<file path="src/rtl/uer_pkg.sv">
`timescale 1ns / 1ps
// ----------------------------------------------------------------------------
// uer_pkg
// Shared types and constants of the ultrasonic echo ranger.
// ----------------------------------------------------------------------------
package uer_pkg;

    // default build of the ranger
    localparam int NUM_SENSORS_DEF = 3;
    localparam int COUNT_WIDTH_DEF = 20;

    // fixed field widths
    localparam int TRIG_W   = 10;
    localparam int TIME_W   = 20;
    localparam int SCALE_W  = 16;
    localparam int DIST_W   = 24;
    localparam int CFG_W    = 20;
    localparam int LINES_W  = 3;

    // register reset values
    localparam logic [TRIG_W-1:0]  TRIGGER_TICKS_RST = 10'd10;
    localparam logic [TIME_W-1:0]  TIMEOUT_TICKS_RST = 20'd30000;
    localparam logic [TIME_W-1:0]  GAP_TICKS_RST     = 20'd60000;
    localparam logic [SCALE_W-1:0] CM_PER_TICK_RST   = 16'd1124;

    localparam logic [DIST_W-1:0] DIST_MAX = {DIST_W{1'b1}};

    // configuration register indexes
    typedef enum logic [1:0] {
        REG_TRIGGER_TICKS = 2'd0,
        REG_TIMEOUT_TICKS = 2'd1,
        REG_GAP_TICKS     = 2'd2,
        REG_CM_PER_TICK   = 2'd3
    } cfg_reg_t;

    // sequencer phases
    typedef enum logic [3:0] {
        PH_TRIGGER = 4'b0001,
        PH_WAIT    = 4'b0010,
        PH_MEASURE = 4'b0100,
        PH_GAP     = 4'b1000
    } phase_t;

    // attempt outcome
    typedef enum logic [1:0] {
        ST_BUSY     = 2'd0,
        ST_OK       = 2'd1,
        ST_NO_RISE  = 2'd2,
        ST_TOO_LONG = 2'd3
    } status_t;

    // one result transaction, packed from the lowest bit up: trigger_lines,
    // active_sensor, measure_done, attempt_status, forward, left, right
    typedef struct packed {
        logic [DIST_W-1:0]  right_cm_q8;
        logic [DIST_W-1:0]  left_cm_q8;
        logic [DIST_W-1:0]  forward_cm_q8;
        status_t            attempt_status;
        logic               measure_done;
        logic [1:0]         active_sensor;
        logic [LINES_W-1:0] trigger_lines;
    } result_t;

endpackage

</file>
<file path="src/rtl/ultrasonic_echo_ranger.sv">
`timescale 1ns / 1ps
// ----------------------------------------------------------------------------
// ultrasonic_echo_ranger
// Round-robin trigger / echo timing controller for a set of ultrasonic rangers.
// ----------------------------------------------------------------------------
// Each input transaction is one tick of the time base carrying the sampled
// echo levels, and each produces exactly one result transaction. Sensors are
// served in turn: trigger pulse, wait for echo rise, count echo-high ticks,
// scale the count to centimetres (Q16.8, saturating) and store it on success,
// then a gap before the next sensor. The block takes one tick per clock: the
// whole update of phase, count and distance (one COUNT_WIDTH x 16 multiply and a
// saturate) sits between the state registers and the result register, and a
// new tick is accepted whenever the result register is empty or being drained.
// Register writes take effect from the next tick on.
module ultrasonic_echo_ranger
    import uer_pkg::*;
#(
    parameter int NUM_SENSORS = NUM_SENSORS_DEF,
    parameter int COUNT_WIDTH = COUNT_WIDTH_DEF
)
(
    input  logic                clk,
    input  logic                rst_n,

    // configuration write port
    input  logic                cfg_we,
    input  logic [1:0]          cfg_index,
    input  logic [CFG_W-1:0]    cfg_data,

    // tick stream in; tdata: echo_levels[2:0], zero pad
    input  logic                s_axis_tvalid,
    output logic                s_axis_tready,
    input  logic [7:0]          s_axis_tdata,

    // result stream out; tdata: trigger_lines[2:0], active_sensor[4:3],
    // measure_done[5], attempt_status[7:6], forward_cm_q8[31:8],
    // left_cm_q8[55:32], right_cm_q8[79:56]
    output logic                m_axis_tvalid,
    input  logic                m_axis_tready,
    output logic [79:0]         m_axis_tdata
);

    localparam int SW      = (NUM_SENSORS > 1) ? $clog2(NUM_SENSORS) : 1;
    localparam int STORE_N = (NUM_SENSORS < LINES_W) ? NUM_SENSORS : LINES_W;
    localparam int LW      = (COUNT_WIDTH > TIME_W) ? COUNT_WIDTH : TIME_W;

    localparam logic [SW-1:0]          LAST_SENSOR = SW'(NUM_SENSORS - 1);
    localparam logic [COUNT_WIDTH-1:0] CNT_MAX     = {COUNT_WIDTH{1'b1}};
    localparam logic [LW-1:0]          CNT_MAX_L   = LW'(CNT_MAX);
    localparam logic [COUNT_WIDTH-1:0] CNT_ONE     = COUNT_WIDTH'(1);

    // configuration registers
    logic [TRIG_W-1:0]  trigger_ticks_reg;
    logic [TIME_W-1:0]  timeout_ticks_reg;
    logic [TIME_W-1:0]  gap_ticks_reg;
    logic [SCALE_W-1:0] cm_per_tick_reg;

    // sequencer state
    phase_t                 phase_reg, phase_next;
    logic [SW-1:0]          sensor_reg, sensor_next;
    logic [COUNT_WIDTH-1:0] count_reg, count_next;
    logic [DIST_W-1:0]      dist_reg [STORE_N];

    // result register
    logic    out_valid_reg;
    result_t out_reg, out_next;

    logic                   accept;
    logic                   echo;
    logic [LINES_W-1:0]     trig;
    logic [COUNT_WIDTH-1:0] trig_len;
    logic [COUNT_WIDTH-1:0] timeout_clip;
    logic [COUNT_WIDTH-1:0] gap_clip;
    logic [COUNT_WIDTH-1:0] count_inc;
    logic [47:0]            product;
    logic [DIST_W-1:0]      dist_new;
    logic                   store_en;
    status_t                status;
    logic [DIST_W-1:0]      dist_view [LINES_W];

    assign accept        = s_axis_tvalid && s_axis_tready;
    assign s_axis_tready = !out_valid_reg || m_axis_tready;
    assign m_axis_tvalid = out_valid_reg;
    assign m_axis_tdata  = out_reg;

    // register writes, unknown index ignored
    always_ff @(posedge clk or negedge rst_n)
    begin
        if (!rst_n)
        begin
            trigger_ticks_reg <= TRIGGER_TICKS_RST;
            timeout_ticks_reg <= TIMEOUT_TICKS_RST;
            gap_ticks_reg     <= GAP_TICKS_RST;
            cm_per_tick_reg   <= CM_PER_TICK_RST;
        end
        else if (cfg_we)
        begin
            case (cfg_index)
                REG_TRIGGER_TICKS: trigger_ticks_reg <= cfg_data[TRIG_W-1:0];
                REG_TIMEOUT_TICKS: timeout_ticks_reg <= cfg_data[TIME_W-1:0];
                REG_GAP_TICKS:     gap_ticks_reg     <= cfg_data[TIME_W-1:0];
                REG_CM_PER_TICK:   cm_per_tick_reg   <= cfg_data[SCALE_W-1:0];
                default:           ;
            endcase
        end
    end

    // limits cut to the counter range, zero trigger length counts as one
    always_comb
    begin
        logic [LW-1:0] t_ext;
        logic [LW-1:0] to_ext;
        logic [LW-1:0] g_ext;
        t_ext  = LW'(trigger_ticks_reg);
        to_ext = LW'(timeout_ticks_reg);
        g_ext  = LW'(gap_ticks_reg);
        trig_len     = (t_ext < CNT_MAX_L) ? COUNT_WIDTH'(t_ext) : CNT_MAX;
        timeout_clip = (to_ext < CNT_MAX_L) ? COUNT_WIDTH'(to_ext) : CNT_MAX;
        gap_clip     = (g_ext < CNT_MAX_L) ? COUNT_WIDTH'(g_ext) : CNT_MAX;
        if (trig_len == '0)
        begin
            trig_len = CNT_ONE;
        end
    end

    // echo select and trigger drive for the sensor being served
    always_comb
    begin
        echo = 1'b0;
        trig = '0;
        for (int k = 0; k < LINES_W; k++)
        begin
            if (32'(sensor_reg) == k)
            begin
                echo    = s_axis_tdata[k];
                trig[k] = 1'b1;
            end
        end
    end

    // scale echo count to Q16.8 centimetres, saturating
    assign product   = 48'(count_reg) * 48'(cm_per_tick_reg);
    assign dist_new  = (|product[47:32]) ? DIST_MAX : product[31:8];
    assign count_inc = (count_reg < CNT_MAX) ? count_reg + CNT_ONE : count_reg;

    // phase sequencer
    always_comb
    begin
        logic attempt_end;
        logic to_next;
        phase_next  = phase_reg;
        sensor_next = sensor_reg;
        count_next  = count_reg;
        status      = ST_BUSY;
        store_en    = 1'b0;
        attempt_end = 1'b0;
        to_next     = 1'b0;

        case (phase_reg)
            PH_TRIGGER:
            begin
                count_next = count_inc;
                if (count_inc >= trig_len)
                begin
                    phase_next = PH_WAIT;
                    count_next = '0;
                end
            end
            PH_WAIT:
            begin
                if (echo)
                begin
                    if (timeout_clip != '0)
                    begin
                        phase_next = PH_MEASURE;
                        count_next = CNT_ONE;
                    end
                    else
                    begin
                        status      = ST_TOO_LONG;
                        attempt_end = 1'b1;
                    end
                end
                else if (count_reg >= timeout_clip)
                begin
                    status      = ST_NO_RISE;
                    attempt_end = 1'b1;
                end
                else
                begin
                    count_next = count_reg + CNT_ONE;
                end
            end
            PH_MEASURE:
            begin
                if (!echo)
                begin
                    store_en    = 1'b1;
                    status      = ST_OK;
                    attempt_end = 1'b1;
                end
                else if (count_reg >= timeout_clip)
                begin
                    status      = ST_TOO_LONG;
                    attempt_end = 1'b1;
                end
                else
                begin
                    count_next = count_reg + CNT_ONE;
                end
            end
            PH_GAP:
            begin
                count_next = count_inc;
                if (count_inc >= gap_clip)
                begin
                    to_next = 1'b1;
                end
            end
            default:
            begin
                phase_next = PH_TRIGGER;
                count_next = '0;
            end
        endcase

        // attempt over: gap, or straight on when the gap is zero
        if (attempt_end)
        begin
            count_next = '0;
            if (gap_clip == '0)
            begin
                to_next = 1'b1;
            end
            else
            begin
                phase_next = PH_GAP;
            end
        end

        if (to_next)
        begin
            phase_next  = PH_TRIGGER;
            count_next  = '0;
            sensor_next = (sensor_reg == LAST_SENSOR) ? '0 : sensor_reg + SW'(1);
        end
    end

    // state update on each accepted tick
    always_ff @(posedge clk or negedge rst_n)
    begin
        if (!rst_n)
        begin
            phase_reg  <= PH_TRIGGER;
            sensor_reg <= '0;
            count_reg  <= '0;
        end
        else if (accept)
        begin
            phase_reg  <= phase_next;
            sensor_reg <= sensor_next;
            count_reg  <= count_next;
        end
    end

    // distance store
    always_ff @(posedge clk or negedge rst_n)
    begin
        if (!rst_n)
        begin
            for (int k = 0; k < STORE_N; k++)
            begin
                dist_reg[k] <= '0;
            end
        end
        else if (accept && store_en)
        begin
            for (int k = 0; k < STORE_N; k++)
            begin
                if (32'(sensor_reg) == k)
                begin
                    dist_reg[k] <= dist_new;
                end
            end
        end
    end

    // distances as seen after this tick, absent sensors read zero
    for (genvar g = 0; g < LINES_W; g++)
    begin : g_view
        if (g < STORE_N)
        begin : g_has
            assign dist_view[g] = (store_en && 32'(sensor_reg) == g) ? dist_new
                                                                     : dist_reg[g];
        end
        else
        begin : g_none
            assign dist_view[g] = '0;
        end
    end

    // result assembly
    always_comb
    begin
        out_next.trigger_lines  = (phase_reg == PH_TRIGGER) ? trig : '0;
        out_next.active_sensor  = 2'(sensor_reg);
        out_next.measure_done   = store_en;
        out_next.attempt_status = status;
        out_next.forward_cm_q8  = dist_view[0];
        out_next.left_cm_q8     = dist_view[1];
        out_next.right_cm_q8    = dist_view[2];
    end

    // result register, valid flag
    always_ff @(posedge clk or negedge rst_n)
    begin
        if (!rst_n)
        begin
            out_valid_reg <= 1'b0;
        end
        else if (accept)
        begin
            out_valid_reg <= 1'b1;
        end
        else if (m_axis_tready)
        begin
            out_valid_reg <= 1'b0;
        end
    end

    // result register, payload
    always_ff @(posedge clk)
    begin
        if (accept)
        begin
            out_reg <= out_next;
        end
    end

`ifndef SYNTHESIS
    // served sensor always within the configured set
    a_sensor_range: assert property (@(posedge clk) disable iff (!rst_n)
        32'(sensor_reg) < NUM_SENSORS)
        else $error("sensor index out of range");

    // an accepted tick always leaves a result behind
    a_result_follows: assert property (@(posedge clk) disable iff (!rst_n)
        accept |=> m_axis_tvalid)
        else $error("accepted tick produced no result");

    // a stored distance is always reported as a good attempt
    a_done_ok: assert property (@(posedge clk) disable iff (!rst_n)
        (m_axis_tvalid && out_reg.measure_done) |-> (out_reg.attempt_status == ST_OK))
        else $error("measure_done without ok status");

    // at most one trigger line, and never while an attempt is reported
    a_trig_onehot: assert property (@(posedge clk) disable iff (!rst_n)
        m_axis_tvalid |-> ($onehot0(out_reg.trigger_lines)
            && (out_reg.trigger_lines == '0 || out_reg.attempt_status == ST_BUSY)))
        else $error("bad trigger drive");

    // state only moves on an accepted tick
    a_state_hold: assert property (@(posedge clk) disable iff (!rst_n)
        !accept |=> ($stable(phase_reg) && $stable(sensor_reg) && $stable(count_reg)))
        else $error("state changed without a tick");
`endif

endmodule
</file>
<file path="config.mk">
export PLATFORM = sky130hd
export DESIGN_NAME = ultrasonic_echo_ranger
export DESIGN_NICKNAME = d
export VERILOG_FILES = /design/src/rtl/uer_pkg.sv /design/src/rtl/ultrasonic_echo_ranger.sv
export SDC_FILE = /design/constraint.sdc
export NUM_CORES = 1
export LEC_CHECK = 0
export ABC_AREA = 1
export BUFFER_PORTS_ARGS = -buffer_cell sky130_fd_sc_hd__buf_2
export CAP_MARGIN = 15
export CORE_MARGIN = 4
export CORE_UTILIZATION = 40
export DETAILED_ROUTE_END_ITERATION = 16
export HOLD_SLACK_MARGIN = 0.05
export MAX_ROUTING_LAYER = met4
export PLACE_DENSITY_LB_ADDON = 0.3
export SYNTH_ARGS = -nofsm -noshare
export SYNTH_HDL_FRONTEND = slang
export SYNTH_SLANG_ARGS = --single-unit
</file>
<file path="constraint.sdc">
create_clock -name clk -period 8.3 [get_ports clk]
set_clock_uncertainty 0.05 [all_clocks]
set_input_delay 1.245 -clock clk [delete_from_list [all_inputs] [get_ports clk]]
set_output_delay 1.245 -clock clk [all_outputs]
set_load 0.1 [all_outputs]
</file>
==> summary.txt <==
WL per Instance: 15.84 µm
met3 usage: 2.100%
status: finished, final reports clean
top cell type by total area after synthesis: fa_1
Avg Cell Area, Syn: 7.822 µm²
CTS tree: done
Hold Slack: 429.4 ps
met1 global-route usage: 27.52%
CP arrival: 7710 ps
GR Util All Layers: 20.24%
post-synthesis cell type count: 50
Hold Fails Final Rpt: 0
WL final: 61160 µm
RSZ-0062 raised after global routing: false
Post-synth EDFFs: 80
number of top-level pins: 117
via/cell ratio: 4.913
CP endpoint kind: flop
peak supply drop: 135.2 µV
cts repair resizes: 0
Antenna diodes: 0
first-pass GRT wire length: 101800 µm
maxcap violations: 0
Max Clk Rate: 0.1344 GHz
Port Buf Inserts: 111
post-route ant nets: 0
Hold Crit Class: flop to flop
full die area: 62930 µm²
Synth Warn #: 0
vias in the first global route: 19120
initial antenna violation count: 0
Filler cells: 5743
TritonCTS Buffers: 27
Root Driver: clkbuf_16
commonest cells after routing, fill and taps aside: nand2_1 (1120), inv_1 (598), fa_1 (249), ha_1 (156), dfrtp_1 (144)
Crit Path Category: flop to flop
Total Power: 0.003500 W
met2 Use GR: 33.12%
Clock H-tree levels: 1
top post-synthesis cells by area: fa_1 (21%), nand2_1 (18%), dfrtp_1 (15%)
final core utilization: 44.35%
Initial Util: 40.65%
Placed Area: 24870 µm²
Area growth, synth to finish: 9.080%
crit start category: flop
syn_nets: 3456
Max Buffers Root-to-Sink: 3
share of cells above drive strength 1: 8.753%
fin nets: 3515
Worst-Skew Late Latency: 550 ps
die span in x: 250.9 µm
Tcrit/Tclk final: 89.63%
commonest non-fill, non-tap cell in the layout: nand2_1
asr flop ratio synth: 67.35%
Die Y: 250.9 µm
Synth Register Bits: 245
# clock sinks: 245
routed via count: 18970
largest net degree at the start of global routing: 95
DR iter-0 viols: 1466
RePlAce Congestion: 0.8950
measured slew at the worst slew-check pin: 1137 ps
cell leakage power: 14.53 nW
Core ar.: 58030 µm²
Max-Slew Margin vs Limit: 24.18%
Residual DRC: 0
flip-flop count of the largest register after layout: 80
final non-filler cell area: 25730 µm²
CP max FO: 21
Synth Instances: 3016
TNS Setup: 0 ps
Synth Cell Area: 23590 µm²
Detail Placement HPWL: 45610 µm
GR Overflow Total: 0
sequential area share after synthesis: 27.80%
Final Max Tran Viols: 0
Cell Rows: 88
Initial DRT Pass Iterations: 5
CTS Hold Bufs: 0
grt peak-use layer: met2
ys flop type: dfrtp_1
Critical Path RT: 8570 ps
final setup violation count: 0
Clk pin slew, worst setup/hold paths: 70 ps
post-CTS setup buffers: 0
Synth top area share: 21.13%
power per standard cell area: 136.0 nW/µm²
min cycle time layout: 7440 ps
[synthesized netlist by cell type (all sizes together), types with 4 or more instances]
cell    number
fa         249
nand2     1150
o211ai       8
edfxtp      80
a21o         7
o21bai       5
clkbuf      77
nor4        14
dfrtp      144
o21ai      105
nor3        19
nand3       52
xor2        23
a21oi       71
xnor2       14
inv        599
ha         156
o21a         4
nand4       49
dfstp       21
nor2        87
buf         46
nand3b      11
[stage by stage]
stage / cells / setup slack [ps]
final: 3861 / 860.5
after global routing: 3861 / 437.2
after CTS: 3859 / 913.0
after detailed placement: 3809 / 930.0
after global placement: 3809 / 1015
after floorplan: 3016 / 1846
[routing by layer]
metal	vias to the layer above	wire length, µm
met5	-	0
met4	0	1270
met3	79	3607
met2	540	29290
met1	9151	26990
li1	9200	-
[path summary, 6_finish.rpt]
kind	from	endpoint	slack, ps	cells past startpoint
max	cm_per_tick_reg[12]$_DFFE_PN0P_	m_axis_tdata[53]$_DFFE_PP_	860	25
min	dist_reg[9]$_DFFE_PN0P_	dist_reg[9]$_DFFE_PN0P_	430	2
max reg2reg	cm_per_tick_reg[12]$_DFFE_PN0P_	m_axis_tdata[53]$_DFFE_PP_	860	25
min reg2reg	dist_reg[9]$_DFFE_PN0P_	dist_reg[9]$_DFFE_PN0P_	430	2
max in group asynchronous	rst_n	dist_reg[5]$_DFFE_PN0P_	5900	2
min in group asynchronous	rst_n	timeout_ticks_reg[18]$_DFFE_PN0P_	730	1
[critical path, stage by stage (launching register included)]
cell and delay, ps:
dfrtp_1 950, nand2_1 190, fa_1 580, inv_1 50, fa_1 460, fa_1 530, fa_1 530, fa_1 540
inv_1 50, fa_1 520, inv_1 40, ha_1 360, nand2_1 200, o21ai_0 390, a21oi_1 100, nand2_2 150
nand2_1 110, nand2_1 90, nand2_1 50, nand2_1 80, nand3_2 100, nor2_4 510, buf_4 310, nand2_4 100
nand2_1 90, nand2_1 50
[power by group]
part	internal, W	total, W	switching, W	leakage, nW
Clock	0.000665	0.00116	0.000497	0.411
Combinational	0.000219	0.000845	0.000626	11.2
Sequential	0.00135	0.00149	0.000137	2.96
Total	0.00224	0.00350	0.00126	14.5
[logic make-up after synthesis]
family | count (synthesis) | synth area share (%)
and+or+nand+nor | 1386 | 24.34
buffers and inverters | 730 | 12.17
adders and majority gates | 405 | 29.40
DFF | 245 | 27.80
AOI/OAI and AO/OA | 213 | 4.911
xor gates and xnor gates | 37 | 1.374
[area by class of cell]
class	count	area, µm²	share of cell area [%]
multi-input combinational	2041	14170	55.09
sequential	245	6558	25.48
clock buffer	43	765.7	2.976
clock inverter	7	73.82	0.2869
timing repair buffer	159	945.9	3.676
inverter	601	2257	8.772
tap	765	957.2	3.720
(Power assumes the default switching activity.)
